File: config.mk
export PLATFORM = sky130hd
export DESIGN_NAME = aes_ctrl
export DESIGN_NICKNAME = d
export VERILOG_FILES = /design/src/sv/aes_pkg.sv /design/src/sv/aes_ctrl.sv
export SDC_FILE = /design/constraint.sdc
export NUM_CORES = 1
export LEC_CHECK = 0
export BUFFER_PORTS_ARGS = -buffer_cell sky130_fd_sc_hd__clkbuf_2
export CORE_ASPECT_RATIO = 0.75
export CORE_MARGIN = 3
export CORE_UTILIZATION = 53
export CTS_CLUSTER_DIAMETER = 120
export DETAILED_ROUTE_END_ITERATION = 6
export GPL_TIMING_DRIVEN = 0
export PLACE_DENSITY_LB_ADDON = 0.05
export SYNTH_ARGS = -nofsm -noshare
export SYNTH_HDL_FRONTEND = slang
export SYNTH_SLANG_ARGS = --single-unit
export TNS_END_PERCENT = 100
File: constraint.sdc
create_clock -name clk -period 4.4 [get_ports clk]
set_input_delay 0.88 -clock clk [delete_from_list [all_inputs] [get_ports clk]]
set_output_delay 0.88 -clock clk [all_outputs]
set_load 0.05 [all_outputs]
File: src/sv/aes_pkg.sv
// ----------------------------------------------------------------------------
// AES package
// Shared types, substitution tables and round helpers.
// ----------------------------------------------------------------------------
`default_nettype none
package aes_pkg;

  localparam int KeyWords     = 60;
  localparam int KeyIdxW      = 6;
  localparam int NumCfgRegs   = 5;
  localparam int CfgIdxW      = 3;

  localparam logic [CfgIdxW-1:0] REG_KEY0 = 3'd0;
  localparam logic [CfgIdxW-1:0] REG_KEY1 = 3'd1;
  localparam logic [CfgIdxW-1:0] REG_KEY2 = 3'd2;
  localparam logic [CfgIdxW-1:0] REG_KEY3 = 3'd3;
  localparam logic [CfgIdxW-1:0] REG_KSIZE = 3'd4;

  localparam logic [1:0] KSIZE_128 = 2'd0;
  localparam logic [1:0] KSIZE_192 = 2'd1;

  localparam logic OP_ENCRYPT = 1'b0;

  typedef struct packed {
    logic        operation;
    logic [63:0] block_hi;
    logic [63:0] block_lo;
  } aes_in_t;

  typedef struct packed {
    logic [63:0] result_hi;
    logic [63:0] result_lo;
  } aes_out_t;

  typedef struct packed {
    logic [CfgIdxW-1:0] index;
    logic [63:0]        data;
  } aes_cfg_t;

  // controller to datapath
  typedef struct packed {
    logic               ks_init;    // load key words, reset expansion
    logic               ks_step;    // store or expand one key word
    logic               blk_load;   // capture block, start at first key
    logic               rnd_step;   // run one round
    logic               key_rd;     // read key word from store
    logic [KeyIdxW-1:0] key_addr;
    logic               last;       // final round
    logic               res_load;
  } aes_cmd_t;

  // datapath to controller
  typedef struct packed {
    logic [3:0] nr;
    logic       ks_done;
  } aes_sts_t;

  function automatic logic [7:0] sbox(input logic [7:0] a);
    logic [7:0] t [256];
    t = '{
      8'h63,8'h7c,8'h77,8'h7b,8'hf2,8'h6b,8'h6f,8'hc5,8'h30,8'h01,8'h67,8'h2b,8'hfe,8'hd7,8'hab,8'h76,
      8'hca,8'h82,8'hc9,8'h7d,8'hfa,8'h59,8'h47,8'hf0,8'had,8'hd4,8'ha2,8'haf,8'h9c,8'ha4,8'h72,8'hc0,
      8'hb7,8'hfd,8'h93,8'h26,8'h36,8'h3f,8'hf7,8'hcc,8'h34,8'ha5,8'he5,8'hf1,8'h71,8'hd8,8'h31,8'h15,
      8'h04,8'hc7,8'h23,8'hc3,8'h18,8'h96,8'h05,8'h9a,8'h07,8'h12,8'h80,8'he2,8'heb,8'h27,8'hb2,8'h75,
      8'h09,8'h83,8'h2c,8'h1a,8'h1b,8'h6e,8'h5a,8'ha0,8'h52,8'h3b,8'hd6,8'hb3,8'h29,8'he3,8'h2f,8'h84,
      8'h53,8'hd1,8'h00,8'hed,8'h20,8'hfc,8'hb1,8'h5b,8'h6a,8'hcb,8'hbe,8'h39,8'h4a,8'h4c,8'h58,8'hcf,
      8'hd0,8'hef,8'haa,8'hfb,8'h43,8'h4d,8'h33,8'h85,8'h45,8'hf9,8'h02,8'h7f,8'h50,8'h3c,8'h9f,8'ha8,
      8'h51,8'ha3,8'h40,8'h8f,8'h92,8'h9d,8'h38,8'hf5,8'hbc,8'hb6,8'hda,8'h21,8'h10,8'hff,8'hf3,8'hd2,
      8'hcd,8'h0c,8'h13,8'hec,8'h5f,8'h97,8'h44,8'h17,8'hc4,8'ha7,8'h7e,8'h3d,8'h64,8'h5d,8'h19,8'h73,
      8'h60,8'h81,8'h4f,8'hdc,8'h22,8'h2a,8'h90,8'h88,8'h46,8'hee,8'hb8,8'h14,8'hde,8'h5e,8'h0b,8'hdb,
      8'he0,8'h32,8'h3a,8'h0a,8'h49,8'h06,8'h24,8'h5c,8'hc2,8'hd3,8'hac,8'h62,8'h91,8'h95,8'he4,8'h79,
      8'he7,8'hc8,8'h37,8'h6d,8'h8d,8'hd5,8'h4e,8'ha9,8'h6c,8'h56,8'hf4,8'hea,8'h65,8'h7a,8'hae,8'h08,
      8'hba,8'h78,8'h25,8'h2e,8'h1c,8'ha6,8'hb4,8'hc6,8'he8,8'hdd,8'h74,8'h1f,8'h4b,8'hbd,8'h8b,8'h8a,
      8'h70,8'h3e,8'hb5,8'h66,8'h48,8'h03,8'hf6,8'h0e,8'h61,8'h35,8'h57,8'hb9,8'h86,8'hc1,8'h1d,8'h9e,
      8'he1,8'hf8,8'h98,8'h11,8'h69,8'hd9,8'h8e,8'h94,8'h9b,8'h1e,8'h87,8'he9,8'hce,8'h55,8'h28,8'hdf,
      8'h8c,8'ha1,8'h89,8'h0d,8'hbf,8'he6,8'h42,8'h68,8'h41,8'h99,8'h2d,8'h0f,8'hb0,8'h54,8'hbb,8'h16
    };
    return t[a];
  endfunction

  function automatic logic [7:0] inv_sbox(input logic [7:0] a);
    logic [7:0] t [256];
    t = '{
      8'h52,8'h09,8'h6a,8'hd5,8'h30,8'h36,8'ha5,8'h38,8'hbf,8'h40,8'ha3,8'h9e,8'h81,8'hf3,8'hd7,8'hfb,
      8'h7c,8'he3,8'h39,8'h82,8'h9b,8'h2f,8'hff,8'h87,8'h34,8'h8e,8'h43,8'h44,8'hc4,8'hde,8'he9,8'hcb,
      8'h54,8'h7b,8'h94,8'h32,8'ha6,8'hc2,8'h23,8'h3d,8'hee,8'h4c,8'h95,8'h0b,8'h42,8'hfa,8'hc3,8'h4e,
      8'h08,8'h2e,8'ha1,8'h66,8'h28,8'hd9,8'h24,8'hb2,8'h76,8'h5b,8'ha2,8'h49,8'h6d,8'h8b,8'hd1,8'h25,
      8'h72,8'hf8,8'hf6,8'h64,8'h86,8'h68,8'h98,8'h16,8'hd4,8'ha4,8'h5c,8'hcc,8'h5d,8'h65,8'hb6,8'h92,
      8'h6c,8'h70,8'h48,8'h50,8'hfd,8'hed,8'hb9,8'hda,8'h5e,8'h15,8'h46,8'h57,8'ha7,8'h8d,8'h9d,8'h84,
      8'h90,8'hd8,8'hab,8'h00,8'h8c,8'hbc,8'hd3,8'h0a,8'hf7,8'he4,8'h58,8'h05,8'hb8,8'hb3,8'h45,8'h06,
      8'hd0,8'h2c,8'h1e,8'h8f,8'hca,8'h3f,8'h0f,8'h02,8'hc1,8'haf,8'hbd,8'h03,8'h01,8'h13,8'h8a,8'h6b,
      8'h3a,8'h91,8'h11,8'h41,8'h4f,8'h67,8'hdc,8'hea,8'h97,8'hf2,8'hcf,8'hce,8'hf0,8'hb4,8'he6,8'h73,
      8'h96,8'hac,8'h74,8'h22,8'he7,8'had,8'h35,8'h85,8'he2,8'hf9,8'h37,8'he8,8'h1c,8'h75,8'hdf,8'h6e,
      8'h47,8'hf1,8'h1a,8'h71,8'h1d,8'h29,8'hc5,8'h89,8'h6f,8'hb7,8'h62,8'h0e,8'haa,8'h18,8'hbe,8'h1b,
      8'hfc,8'h56,8'h3e,8'h4b,8'hc6,8'hd2,8'h79,8'h20,8'h9a,8'hdb,8'hc0,8'hfe,8'h78,8'hcd,8'h5a,8'hf4,
      8'h1f,8'hdd,8'ha8,8'h33,8'h88,8'h07,8'hc7,8'h31,8'hb1,8'h12,8'h10,8'h59,8'h27,8'h80,8'hec,8'h5f,
      8'h60,8'h51,8'h7f,8'ha9,8'h19,8'hb5,8'h4a,8'h0d,8'h2d,8'he5,8'h7a,8'h9f,8'h93,8'hc9,8'h9c,8'hef,
      8'ha0,8'he0,8'h3b,8'h4d,8'hae,8'h2a,8'hf5,8'hb0,8'hc8,8'heb,8'hbb,8'h3c,8'h83,8'h53,8'h99,8'h61,
      8'h17,8'h2b,8'h04,8'h7e,8'hba,8'h77,8'hd6,8'h26,8'he1,8'h69,8'h14,8'h63,8'h55,8'h21,8'h0c,8'h7d
    };
    return t[a];
  endfunction

  function automatic logic [7:0] xt(input logic [7:0] v);
    return {v[6:0], 1'b0} ^ (v[7] ? 8'h1b : 8'h00);
  endfunction

  function automatic logic [31:0] sub_word(input logic [31:0] w);
    return {sbox(w[31:24]), sbox(w[23:16]), sbox(w[15:8]), sbox(w[7:0])};
  endfunction

endpackage
`default_nettype wire

File: src/sv/aes_ctrl.sv
// ----------------------------------------------------------------------------
// AES controller
// Sequences key expansion, round key fetch and rounds.
// ----------------------------------------------------------------------------
`default_nettype none
module aes_ctrl
  import aes_pkg::*;
(
  input  wire logic     clk,
  input  wire logic     rst,
  input  wire logic     cfg_we,
  input  wire logic     start,
  input  wire logic     operation,
  input  wire aes_sts_t sts,
  output aes_cmd_t      cmd,
  output logic          busy,
  output logic          done
);

  localparam int AW = KeyIdxW;

  typedef enum logic [5:0] {
    S_IDLE  = 6'b000001,
    S_KINIT = 6'b000010,
    S_KEXP  = 6'b000100,
    S_FETCH = 6'b001000,
    S_ROUND = 6'b010000,
    S_DONE  = 6'b100000
  } state_t;

  state_t state, state_next;
  logic   keys_ready;
  logic   op;
  logic   first;       // initial key addition pending
  logic [3:0] rnd;     // rounds done
  logic [2:0] fcnt;    // fetch cycle 0..5
  logic [3:0] kround;

  // round index of key in use
  always_comb begin
    if (first) kround = (op == OP_ENCRYPT) ? 4'd0 : sts.nr;
    else kround = (op == OP_ENCRYPT) ? rnd + 4'd1 : sts.nr - rnd - 4'd1;
  end

  always_comb begin
    state_next = state;
    case (state)
      S_IDLE:  if (start) state_next = keys_ready ? S_FETCH : S_KINIT;
      S_KINIT: state_next = S_KEXP;
      S_KEXP:  if (sts.ks_done) state_next = S_FETCH;
      S_FETCH: if (fcnt == 3'd5) state_next = S_ROUND;
      S_ROUND: state_next = (!first && rnd + 4'd1 == sts.nr) ? S_DONE : S_FETCH;
      S_DONE:  state_next = S_IDLE;
      default: state_next = S_IDLE;
    endcase
  end

  always_ff @(posedge clk) begin
    if (rst) begin
      state <= S_IDLE;
      keys_ready <= 1'b0;
      fcnt <= '0;
      rnd <= '0;
      first <= 1'b0;
      op <= 1'b0;
    end else begin
      state <= state_next;
      if (state == S_IDLE && start) begin
        op <= operation;
        first <= 1'b1;
        rnd <= '0;
        fcnt <= '0;
      end
      if (state == S_KEXP && sts.ks_done) keys_ready <= 1'b1;
      if (cfg_we) keys_ready <= 1'b0;
      if (state == S_FETCH) fcnt <= fcnt + 3'd1;
      if (state == S_ROUND) begin
        fcnt <= '0;
        if (first) first <= 1'b0;
        else rnd <= rnd + 4'd1;
      end
    end
  end

  always_comb begin
    cmd = '0;
    cmd.blk_load = (state == S_IDLE) && start;
    cmd.ks_init  = (state == S_KINIT);
    cmd.ks_step  = (state == S_KEXP) && !sts.ks_done;
    cmd.key_rd   = (state == S_FETCH) && (fcnt < 3'd4);
    cmd.key_addr = AW'({kround, 2'b00} + {4'd0, fcnt[1:0]});
    cmd.res_load = (state == S_ROUND) && first;
    cmd.rnd_step = (state == S_ROUND) && !first;
    cmd.last     = (rnd + 4'd1 == sts.nr);
  end

  assign busy = (state != S_IDLE);
  assign done = (state == S_DONE);

endmodule
`default_nettype wire

# Word level (Yosys, flattened, before mapping)
# Cells that the tools add are included.
dict set report op_classes {
  n_addsub 5
  order_cmp 1
  n_eq_ne 12
  mux 17
  n_reduce_logical 13
}
# op count
set op_table {}
lappend op_table {{6-bit one-hot mux with 5 select lines} 1}
lappend op_table {{4-bit 2-to-1 mux} 7}
lappend op_table {{6-bit 2-to-1 mux} 4}
lappend op_table {{1-bit logical AND} 7}
lappend op_table {{6-bit by 2-bit adder with 6-bit output} 1}
lappend op_table {{6-bit by 1-bit == test with 1-bit output (second input constant)} 1}
lappend op_table {{6-bit by 2-bit == test with 1-bit output (second input constant)} 1}
lappend op_table {{6-bit by 3-bit == test with 1-bit output (second input constant)} 1}
lappend op_table {{6-bit by 4-bit == test with 1-bit output (second input constant)} 1}
lappend op_table {{6-bit by 5-bit == test with 1-bit output (second input constant)} 1}
lappend op_table {{6-bit == test (second input constant)} 1}
lappend op_table {{3-bit 2-to-1 mux} 2}
lappend op_table {{2-bit inequality test (second input constant)} 3}
lappend op_table {{6-bit by 1-bit inequality test with 1-bit output (second input constant)} 1}
lappend op_table {{4-bit by 1-bit adder with 4-bit output (second input constant)} 1}
lappend op_table {{4-bit == test} 1}
lappend op_table {{2-bit OR reduction} 2}
lappend op_table {{4-bit by 1-bit subtractor with 4-bit output (second input constant)} 1}
lappend op_table {{4-bit subtractor} 1}
lappend op_table {{3-bit by 1-bit adder with 3-bit output (second input constant)} 1}
lappend op_table {{3-bit == test (second input constant)} 1}
lappend op_table {{3-bit less-than comparator (second input constant)} 1}
lappend op_table {{1-bit 2-to-1 mux} 3}
lappend op_table {{3-bit AND reduction} 1}
lappend op_table {{2 further kinds} 3}
dict set report totals {
  regBits 16
  in_bits 10
  output_inout_bits 15
}

# Longest topological paths before layout
# Gate-level depths: netlist of the first run.
dict set report depth {
  depth_word 5
  ltp_mapped 7
  ltp_nobuf 7
}

# Least setup slack after synthesis of the first run
# No wires, ideal clock.
dict set report synth_path {
  path_kind {in2out}
  start {input sts[2] (netlist name)}
  end {output cmd[7] (netlist name)}
  arrival_time_ns 3.442
  t_required_ns 3.520
  slack_ns 0.078
  path_stages 5
  path_buffers 0
  path_cell_list {ha_1 -> a21o_1 -> a21oi_1 -> xnor2_1 -> o311ai_0}
}
# item line
set synth_rtl {}
lappend synth_rtl {{start, declared} aes_ctrl.sv:14} ;# input wire aes_sts_t sts,
lappend synth_rtl {{end, declared} aes_ctrl.sv:15} ;# output aes_cmd_t cmd,

==> results of run 1 <==
## worst paths after layout
path | from | endpoint | slack (ns) | cells after the start
setup / recovery | sts[2] | cmd[7] | 1.03 | 7
hold / removal | keys_ready | state[1] | 0.46 | 1
setup reg to reg | state[4] | fcnt[0] | 2.49 | 5
hold reg to reg | keys_ready | state[1] | 0.46 | 1
## critical path: stages
cell and delay [ns]:
clkbuf_2 0.13, ha_1 0.30, a21o_1 0.17, a21oi_1 0.23
xnor2_1 0.10, o311ai_0 0.33, clkbuf_2 0.34
## logic make-up after synthesis
group                      count (synthesis)  share of synthesized area, %
AOI/OAI and AO/OA                         31                          20.5
xor gates and xnor gates                   8                          6.09
adders and majority gates                  7                          8.27
buffers and inverters                     17                          8.81
DFF                                       16                          27.9
muxes                                      2                          1.85
and+or+nand+nor                           52                          26.7
## state kept, by name (all words and copies together), names as in the netlist
name and cells:
fcnt 3, first 1, keys_ready 1, op 1
rnd 4, state 6
## area by class of cell
cell class / count / area (µm²) / share of cell area [%]
Inverter: 8 / 42.5 / 3.19
Buffer: 9 / 58.8 / 4.41
Timing Repair Buffer: 24 / 120 / 9.01
Sequential cell: 16 / 320 / 24.0
Tap cell: 22 / 27.5 / 2.06
Multi-Input combinational cell: 100 / 728 / 54.6
Clock buffer: 4 / 36.3 / 2.72
## metal layers
metal	vias to the layer above	wire (µm)	share of wire, %
li1	539	-	-
met1	506	1340	53
met2	36	1040	41
met3	2	148	5.8
met4	0	9	0.35
met5	-	0	0
## power by group
part	internal (µW)	switching, µW	leakage [µW]
clock	50.4	48.7	0.0000210
sequential	149	3.86	0.000130
combinational	28.7	55.4	0.000402
## placed cells by master (no fill, tap or decap), types with 4 or more instances in the layout
| master | Yosys | final |
|---|---|---|
| nor3_1 | 4 | 4 |
| xnor2_1 | 6 | 6 |
| nor2_1 | 8 | 8 |
| a21oi_1 | 6 | 6 |
| ha_1 | 6 | 6 |
| inv_1 | 7 | 7 |
| nand3_1 | 6 | 6 |
| dfxtp_1 | 16 | 16 |
| nand2_1 | 8 | 8 |
| nor3b_1 | 5 | 5 |
| clkbuf_2 | 0 | 24 |
## metrics by stage
stage	hold slack [ns]	area [µm²]	total power, µW	setup WS [ns]	cells
2_1_floorplan	0.427	1150	218	0.0778	133
3_5_place_dp	0.451	1300	239	1.06	179
5_1_grt	0.476	1330	353	0.833	183
4_1_cts	0.465	1330	340	1.04	183
3_3_place_gp	0.451	1300	237	1.11	179
6_report	0.462	1330	336	1.03	183
==> metrics list, run 1 <==
- After synthesis, the mean cell area works out to 8.65 µm².
- Ranked by total cell area, the synthesized netlist is headed by dfxtp_1 28%, ha_1 6.5%, xnor2_1 4.6%, nor3b_1 3.3%, a21oi_1 2.6%.
- Clock slew at the register clock pins of the worst setup and hold paths: 0.10 ns
- Leakage Power: 0.000552 µW
* Number of vias in the routed layout: 1,083
* Synthesized netlist cell count: 133
- For this run, the total global-route usage over all layers was measured as 20.1%.
- The run finished with clean final reports.
- In the global route stage, met1 resource usage came out at 28.9%.
- Startpoint class of the critical path: input pin
- For this run, the share of the core covered by cells in the final layout is 70.7%.
- Cell Area, Synth: 1150 µm²
- Synthesis inferred 16 register bits.
* Hpwl dp: 1.99 mm
- The number of hold buffers added after CTS was 0.
- The most common cell in the synthesized netlist is dfxtp_1.
- Share of the synthesized area in the top cell type: 27.9%
* Detailed-route DRC error count: 0
* GPL Wtd Cong: 0.772
* Synth cell types: 53
- The tree is rooted in a clkbuf_4.
- Initial standard-cell utilization of the core: 60.9%
* Area leader, netlist: dfxtp_1
* Width of the chip: 59.8 µm
- After clock tree synthesis, the repair step resized 0 gates.
- After synthesis, the most frequently instantiated cells are 16 x dfxtp_1, 8 x nand2_1, 8 x nor2_1.
- For the worst setup path, the data arrival time is 2.49 ns.
- The critical path in this run is classified as input pin to primary output.
* Total clock buffers created by CTS: 3
* Max Transition Viols Final: 0
- Sequential cell area fraction in the yosys report: 27.9%
- Across the routed clock network, the largest skew measured is 0.00340 ns.
- Counting every net in the synthesized netlist gives 150.
- Kind of end point of the critical path: primary output
* Max-cap check violation count: 0
- In this run the worst path has a maximum fanout of 4.
* Total detailed-routing wirelength: 2.54 mm
* Routed wire length per instance: 13.9 µm
* Asr flop ratio synth: 0%
- Number of routed nets with antenna violations: 0
* Syn. warnings: 0
- Clock tree from TritonCTS: done
- For the pin with the worst max-slew slack, the measured transition is 0.673 ns.
- After global routing, the most crowded layer is met2.
- Type of the worst min-delay path: flip-flop to flip-flop
* Die area: 2770 µm²
- Layout fillers: 150
- Buffer levels on the longest clock path: 2
* Worst endpoint required time: 3.52 ns
- Final critical-path required period: 3.37 ns
* Setup violators final: 0
- GR Util met3: 5.88%
* First-pass iteration count of the detailed router: 4
* Worst-case headroom to the max-slew limit: 54.7%
- Overflow after GRT: 0
- Growth of design area from synthesis to finish: 16.0%
* Floorplan Core Area: 1890 µm²
- Port buffering added 24 buffers.
* Achievable Freq: 297 MHz
* Vias in the first global route: 939
* Count of buffers added by post-CTS timing repair for setup: 0
- The initialized floorplan defines 13 standard-cell rows.
- The number of hold violations in the final report was 0.
* Initial antenna violation count: 0
* Final period util: 76.5%
- In the final design database the tool counted 179 nets.
- The repair_antennas step left the layout with diodes totalling 0.
- Met2 track demand over resource in global routing: 29.5%
- Layout cell share with drive strength beyond 1: 31.1%
* Unrepaired setup endpoints after global routing: false
- Dividing total power by cell area gives a power density of 252 nW/µm².
- CTS built an H-tree with a depth of 1.
* Floorplan die height: 46.3 µm
- VDD sags by at most 246 µV.
* TritonCTS sink count: 16
* Iteration-0 DRC count of the detailed router: 85
* Most used DFF post-synth: dfxtp_1
- Ports placed on the boundary: 25
* Clk_lat worst skew: 0.29 ns
- Number of enable flip-flop cells after synthesis: 0
- TNS Setup: 0 ns
- Global-route wire length before repair: 4.15 mm
- Dividing the detail-routed via count by the number of cells gives 5.92.
* Pin count of the biggest net entering global routing: 11
No activity file was read; power rests on OpenSTA's default activity.
==> inputs of run 2 (changes only) <==
--- a/config.mk
+++ b/config.mk
@@ -8,7 +8,7 @@
 export BUFFER_PORTS_ARGS = -buffer_cell sky130_fd_sc_hd__clkbuf_2
 export CORE_ASPECT_RATIO = 0.75
 export CORE_MARGIN = 3
-export CORE_UTILIZATION = 53
+export CORE_UTILIZATION = 48
 export CTS_CLUSTER_DIAMETER = 120
 export DETAILED_ROUTE_END_ITERATION = 6
 export GPL_TIMING_DRIVEN = 0
==> constraint.sdc (replaced) <==
create_clock -name clk -period 3 [get_ports clk]
set_input_delay 0.6 -clock clk [delete_from_list [all_inputs] [get_ports clk]]
set_output_delay 0.6 -clock clk [all_outputs]
set_load 0.05 [all_outputs]
==> run 2 against run 1 <==
  * First-iteration DRC count decreased by 38%
  * Sequential power increased by 47%
  * Critical path depth unchanged
  * Clock power increased by 46%
  * Total power increased by 47%
  * Critical path type is now flip-flop to primary output
  * Clock-buffer cell count unchanged
  * Combinational power increased by 47%
  * Worst hold slack got worse by 0.0052 ns
  * Register-to-register slack got worse by 1.4 ns
  * Worst setup slack got worse by 0.81 ns
  * Critical endpoint unchanged
==> metrics list, run 2 (synthesized netlist as in run 1, its figures left out) <==
- The number of antenna violations at the first check in global routing was 0 (unchanged).
- The power density relative to cell area was 362 nW/µm² (+44%).
- The number of vias per cell after detailed routing was 5.46 (-7.7%).
- The final weighted congestion in routability-driven placement was 0.866 (+12%).
- Sequential cell area in the final layout: 320 µm² (unchanged)
* Top fanout value on the critical path: 4 (unchanged)
* First-pass iteration count of the detailed router: 4 (unchanged)
* Hpwl dp: 2.00 mm (+0.18%)
* Worst-case headroom to the max-slew limit: 54.7% (about the same)
* Pin count of the biggest net entering global routing: 11 (unchanged)
* Max Transition Viols Final: 0 (unchanged)
* Util after Layout: 63.6% (-7.0 points)
- Leaving out fill and tap cells, the most frequent cell in the layout is clkbuf_2.
- Total track usage: 17.7% (-2.4 points)
- CP Class: flip-flop to primary output
- The wire length of the first global-routing pass was 4.45 mm (+7.2%).
* Post-route worst hold slack: 0.456 ns (-0.00523 ns)
- Count of H-tree levels built during CTS: 1 (unchanged)
* Worst IR Drop VDD: 351 µV (+43%)
- Initial standard-cell utilization of the core: 53.8% (-7.1 points)
- The final net count is 179 (unchanged).
- Floorplan Core Area: 2140 µm² (+13%)
- The register clock-pin slew on the reported worst setup and hold paths was 0.10 ns (about the same).
- Worst endpoint required time: 2.40 ns (-1.12 ns)
- The number of buffers added to fix hold violations after cts is 0 (unchanged).
* TNS Setup: 0 ns (unchanged)
- Growth of design area from synthesis to finish: 18.3%
* Largest regs: state (6), rnd (4), fcnt (3)
- The total non-filler cell area in the finished layout was 1360 µm² (+2.0%).
- Number of diodes: 0 (unchanged)
* Die area: 3020 µm² (+9.2%)
* Detailed-route DRC error count: 0 (unchanged)
- Setup violators final: 0 (unchanged)
* Multi-input logic area: 742 µm² (+1.9%)
- The number of max-cap violations was 0 (unchanged).
* Unrepaired setup endpoints after global routing: false
- After layout, the worst path uses 92.6% of the clock period.
- In the layout the commonest cells are 24 x clkbuf_2, 16 x dfxtp_1, 8 x nand2_1, 8 x nor2_1, 7 x inv_1.
* Clock tree from TritonCTS: done
- Width of the chip: 62.5 µm (+4.6%)
* Result of the run: finished clean
- The number of global-route vias before repair came to 973 (+3.6%).
* Count of buffers added by post-CTS timing repair for setup: 0 (unchanged)
- The maximum buffer depth of the clock tree is 2 (unchanged).
- Clk_lat worst skew: 0.29 ns (about the same)
- Count of input and output buffers: 24 (unchanged)
- The total global routing overflow came to 0 (unchanged).
* Type of the worst min-delay path: input pin to flip-flop
* Crit path DAT: 2.18 ns (-0.31 ns)
* Least-Margin Pin Slew: 0.673 ns (-0.000109 ns)
* Number of gates given a new drive strength after cts: 0 (unchanged)
- TritonCTS sink count: 16 (unchanged)
- The number of fillers in the final layout is 199 (+33%).
- After layout, the minimum clock period comes to 2.78 ns.
* CTS root buf: clkbuf_4
* Site Rows: 14 (+1)
* Worst setup skew after layout: 0.00501 ns (+0.00160 ns)
- The cell area after placement came to 1320 µm² (+2.0%).
* Layout cell share with drive strength beyond 1: 32.3% (+1.2 points)
- The worst setup path is launched from a flip-flop.
* Endpoints failing hold: 0 (unchanged)
- The remaining antenna violation count after routing is 0 (unchanged).
- Derived from the worst setup path, the maximum achievable clock frequency is 360 MHz.
- The number of placed I/O pins came to 25 (unchanged).
- Ranked by flip-flop count, first place goes to state.
* Max FFs per register: 6 (unchanged)
- The total number of vias was 1,054 (-2.7%).
- Total clock buffers created by CTS: 3 (unchanged)
- The worst setup path is captured at a primary output.
- Power Total: 493 µW (+47%)
- The die span in y came to 48.4 µm (+4.4%).
* Total detailed-routing wirelength: 2.57 mm (+1.5%)
- The leakage power of the design came to 0.000556 µW (+0.69%).
* Iteration-0 DRC count of the detailed router: 53 (-38%)
- Routed wire length per instance: 13.3 µm (-3.8%)
==> run 2: report_power, final <==
group / internal, µW / switching [µW]
Clock: 73.9 / 71.1
Combinational: 42.5 / 81.8
Sequential: 218 / 5.54
Total: 334 / 158
==> run 2: per-stage QoR <==
stage               setup WS, ns  std cells
floorplan                  0.280        133
global placement           0.317        189
detailed placement         0.279        189
CTS                        0.214        193
global route              0.0677        193
finish                     0.222        193
==> run 2: final cells by class <==
class / count / share of cell area, %
inverters: 8 / 3.13
repair buffers: 24 / 8.83
multi-input cells: 100 / 54.6
clock buffers: 4 / 2.67
flip-flops and latches: 16 / 23.6
plain buffers: 9 / 4.32
well taps: 32 / 2.94
==> run 2: final timing paths <==
kind               from    endpoint  slack (ns)  depth (start not counted)
max reg2reg    state[4]     fcnt[0]        1.09                          5
max              rnd[1]      cmd[7]        0.22                          7
min reg2reg  keys_ready    state[1]        0.48                          1
min              cfg_we  keys_ready        0.46                          2
==> run 2: layer usage <==
metal / vias to the layer above / wire length [µm] / GRT usage, %
met5: - / 0 / 0
met4: 0 / 5 / 2.20
met3: 2 / 121 / 3.70
met2: 20 / 1080 / 27.4
met1: 494 / 1370 / 25.9
li1: 538 / - / -
==> run 2: critical path, cell delays in order, from the launching register on <==
cell and delay, ns:
dfxtp_1 0.42, inv_1 0.10, ha_1 0.27, a21o_1 0.17, a2111o_1 0.40, o2111ai_1 0.12, o311ai_2 0.13, clkbuf_2 0.26
==> inputs of run 3 (changes only) <==
--- a/config.mk
+++ b/config.mk
@@ -8,11 +8,11 @@
 export BUFFER_PORTS_ARGS = -buffer_cell sky130_fd_sc_hd__clkbuf_2
 export CORE_ASPECT_RATIO = 0.75
 export CORE_MARGIN = 3
-export CORE_UTILIZATION = 48
+export CORE_UTILIZATION = 53
 export CTS_CLUSTER_DIAMETER = 120
 export DETAILED_ROUTE_END_ITERATION = 6
 export GPL_TIMING_DRIVEN = 0
-export PLACE_DENSITY_LB_ADDON = 0.05
+export PLACE_DENSITY_LB_ADDON = 0.25
 export SYNTH_ARGS = -nofsm -noshare
 export SYNTH_HDL_FRONTEND = slang
 export SYNTH_SLANG_ARGS = --single-unit
==> constraint.sdc (replaced) <==
create_clock -name clk -period 2.7 [get_ports clk]
set_input_delay 0.54 -clock clk [delete_from_list [all_inputs] [get_ports clk]]
set_output_delay 0.54 -clock clk [all_outputs]
set_load 0.05 [all_outputs]
==> run 3 against run 2 <==
  * Total power grew 6.1%
  * Core utilization grew 9.0 points
  * Worst hold slack lost 0.058 ns
  * First-iteration DRC count shrank 13%
  * Flip-flop and latch count is the same
  * Worst setup slack lost 0.16 ns
  * Sequential power grew 11%
  * Critical path type unchanged
  * Critical endpoint is now cmd[9]
==> metrics list, run 3 (synthesized netlist as in run 1, its figures left out) <==
- Crit path DAT: 2.10 ns (-0.08 ns)
- The global-route total usage across every layer came to 22.5% (+4.8 points).
- The internal power consumption is 343 µW (+2.7%).
- The final cell count without fillers was 183 (-5.2%).
* Layout cell share with drive strength beyond 1: 36.0% (+3.7 points)
* Clock slew at the register clock pins of the worst setup and hold paths: 0.10 ns (about the same)
* Endpoints failing hold: 0 (unchanged)
* Detailed-route DRC error count: 0 (unchanged)
- The largest driver fanout on the critical path is 7 (+3).
- The floorplan die area was 2770 µm² (-8.4%).
- Layout fillers: 154 (-23%)
- Floorplan Core Area: 1890 µm² (-12%)
* GPL Wtd Cong: 0.852 (-1.6%)
- The post-detailed-placement half-perimeter wirelength is 2.18 mm (+9.5%).
- The worst setup margin came to 0.0593 ns (-0.163 ns).
- Width of the chip: 59.8 µm (-4.4%)
- Final critical-path required period: 2.64 ns
- Number of diodes: 0 (unchanged)
- The insertion delay to the later sink of the worst-skew pair came to 0.29 ns (about the same).
- The sum of met2 wire segment lengths after detailed routing was 1.40 mm (+30%).
- Number of vias in the routed layout: 1,113 (+5.6%)
- Startpoint class of the critical path: flip-flop
* Total placed cells including tap cells: 179 (-5.3%)
* Floorplan die height: 46.3 µm (-4.2%)
* Type of the worst min-delay path: input pin to flip-flop
- TritonCTS sink count: 16 (unchanged)
- The switching power came to 179 µW (+13%).
- Register with the most flip-flops: state
* Iteration-0 DRC count of the detailed router: 46 (-13%)
* Max-cap check violation count: 0 (unchanged)
* Multi-input logic area: 759 µm² (+2.4%)
- In this run the top signal layer used is met4.
- First-pass iteration count of the detailed router: 4 (unchanged)
- Max FFs per register: 6 (unchanged)
- Start point of the critical path: state[1]
- The total routed wirelength came to 2.84 mm (+10%).
* Setup violators final: 0 (unchanged)
- In the layout the commonest cells are 23 x clkbuf_2, 14 x dfxtp_1, 8 x nand2_1, 8 x nor2_1, 7 x inv_1.
* Power Total: 523 µW (+6.1%)
- The wire length on met3 came to 179 µm (+48%).
* Worst setup skew after layout: 0.00601 ns (+0.00100 ns)
- The total of buffers placed on input and output ports is 24 (unchanged).
- The path depth of the worst reg2reg path came to 5 (unchanged).
- The worst path uses 97.8% of the clock period.
* Number of nets in the layout: 180 (+0.56%)
- The initial core utilization is 60.9% (+7.1 points).
- Global-route wire length before repair: 4.60 mm (+3.3%)
- Max Transition Viols Final: 0 (unchanged)
* Number of routed nets with antenna violations: 0 (unchanged)
- In the final layout, the registers with the most flip-flops are state (6), rnd (4), fcnt (3).
* Initial antenna violation count: 0 (unchanged)
* Sw Share: 34.3% (+2.2 points)
- Combinational share of power: 28.0% (+2.8 points)
- Ports placed on the boundary: 25 (unchanged)
- Growth of design area from synthesis to finish: 19.2%
- The number of buffers inserted during clock tree synthesis is 3 (unchanged).
* Site Rows: 13 (-1)
* Post-Place Setup Slack: 0.0427 ns (-0.236 ns)
- The total global routing overflow is 0 (unchanged).
- Share of total power in sequential cells: 47.5% (+2.2 points)
* CTS root buf: clkbuf_4
- CP Class: flip-flop to primary output
- The run finished with clean final reports.
- The relative contribution of the clock network to total power is 24.6% (-4.8 points).
- The worst slew margin relative to its limit came to 61.2% (+6.4 points).
- The maximum number of pins on one net before global-route repair was 11 (unchanged).
- The number of global-route vias before repair is 1,044 (+7.3%).
* Count of H-tree levels built during CTS: 1 (unchanged)
- Sequential cell area in the final layout: 323 µm² (+0.78%)
- Worst reg2reg endpoint: fcnt[2]
- The leakage power of the design came to 0.000559 µW (+0.57%).
- Metal-1 WL: 1.25 mm (-8.7%)
- Worst IR Drop VDD: 356 µV (+1.2%)
* Clock tree from TritonCTS: done
- Internal reg-to-reg setup slack: 0.86 ns (-0.23 ns)
- The worst-margin pin slew is 0.582 ns (-0.0905 ns).
* Util after Layout: 72.6% (+9.0 points)
* Power density over the cells: 382 nW/µm² (+5.4%)
- The startpoint identified for the worst hold timing path is cfg_we.
- Worst endpoint required time: 2.16 ns (-0.24 ns)
- Kind of end point of the critical path: primary output
- Commonest non-fill, non-tap cell in the layout: clkbuf_2
- Achievable Freq: 379 MHz
- The worst register-to-register path begins at state[1].
- The critical path ends at cmd[9].
- Routed wire length per instance: 15.5 µm (+16%)
* Buffer levels on the longest clock path: 2 (unchanged)
- The final-layout worst hold slack was 0.398 ns (-0.0583 ns).
- Via density per instance: 6.08 (+11%)
## run 3: final cells by class
type                    instances  area share [%]
plain buffers                   9            4.29
clock buffers                   3            1.64
inverters                       8            3.11
multi-input cells             100            55.4
flip-flops and latches         16            23.6
well taps                      22            2.01
repair buffers                 25            9.95
## run 3: repair_timing
action,in CTS,in global routing
pin swaps,0,0
endpoints found under the setup margin,1,5
resized for setup,2,6
hold buffers,0,0
setup buffers,0,1
## run 3: critical path: stages (launching register included)
cell and delay [ns]:
dfxtp_1 0.38, or4_4 0.57, or3_1 0.38, buf_6 0.16, clkinv_8 0.05, clkbuf_2 0.26
## run 3: power by group through the flow
stage                     Clock (µW)  Combinational [µW]  Sequential [µW]
after detailed placement           0                 141              253
after global placement             0                 136              253
final                            129                 146              248
after floorplan                    0                 105              252
after CTS                        133                 143              248
after global routing             145                 156              249
## run 3: routing by layer
layer  global-route usage, %  up-vias
met3                    7.00        4
met4                    2.65        0
met2                    39.2       37
met1                    28.0      533
met5                       0        -
li1                        -      539
## run 3: worst min-delay path by stage
stage                 endpoint  slack (ns)  cells past startpoint
floorplan             state[1]        0.43                      1
global placement      state[1]        0.45                      1
detailed placement    state[1]        0.45                      1
CTS                 keys_ready        0.40                      2
global route        keys_ready        0.40                      2
finish              keys_ready        0.40                      2
## run 3: metrics by stage
step	instance area, µm²	TNS (ns)
floorplan	1160	0
global placement	1310	0
detailed placement	1310	0
CTS	1340	0
global route	1370	-0.00220
finish	1370	0
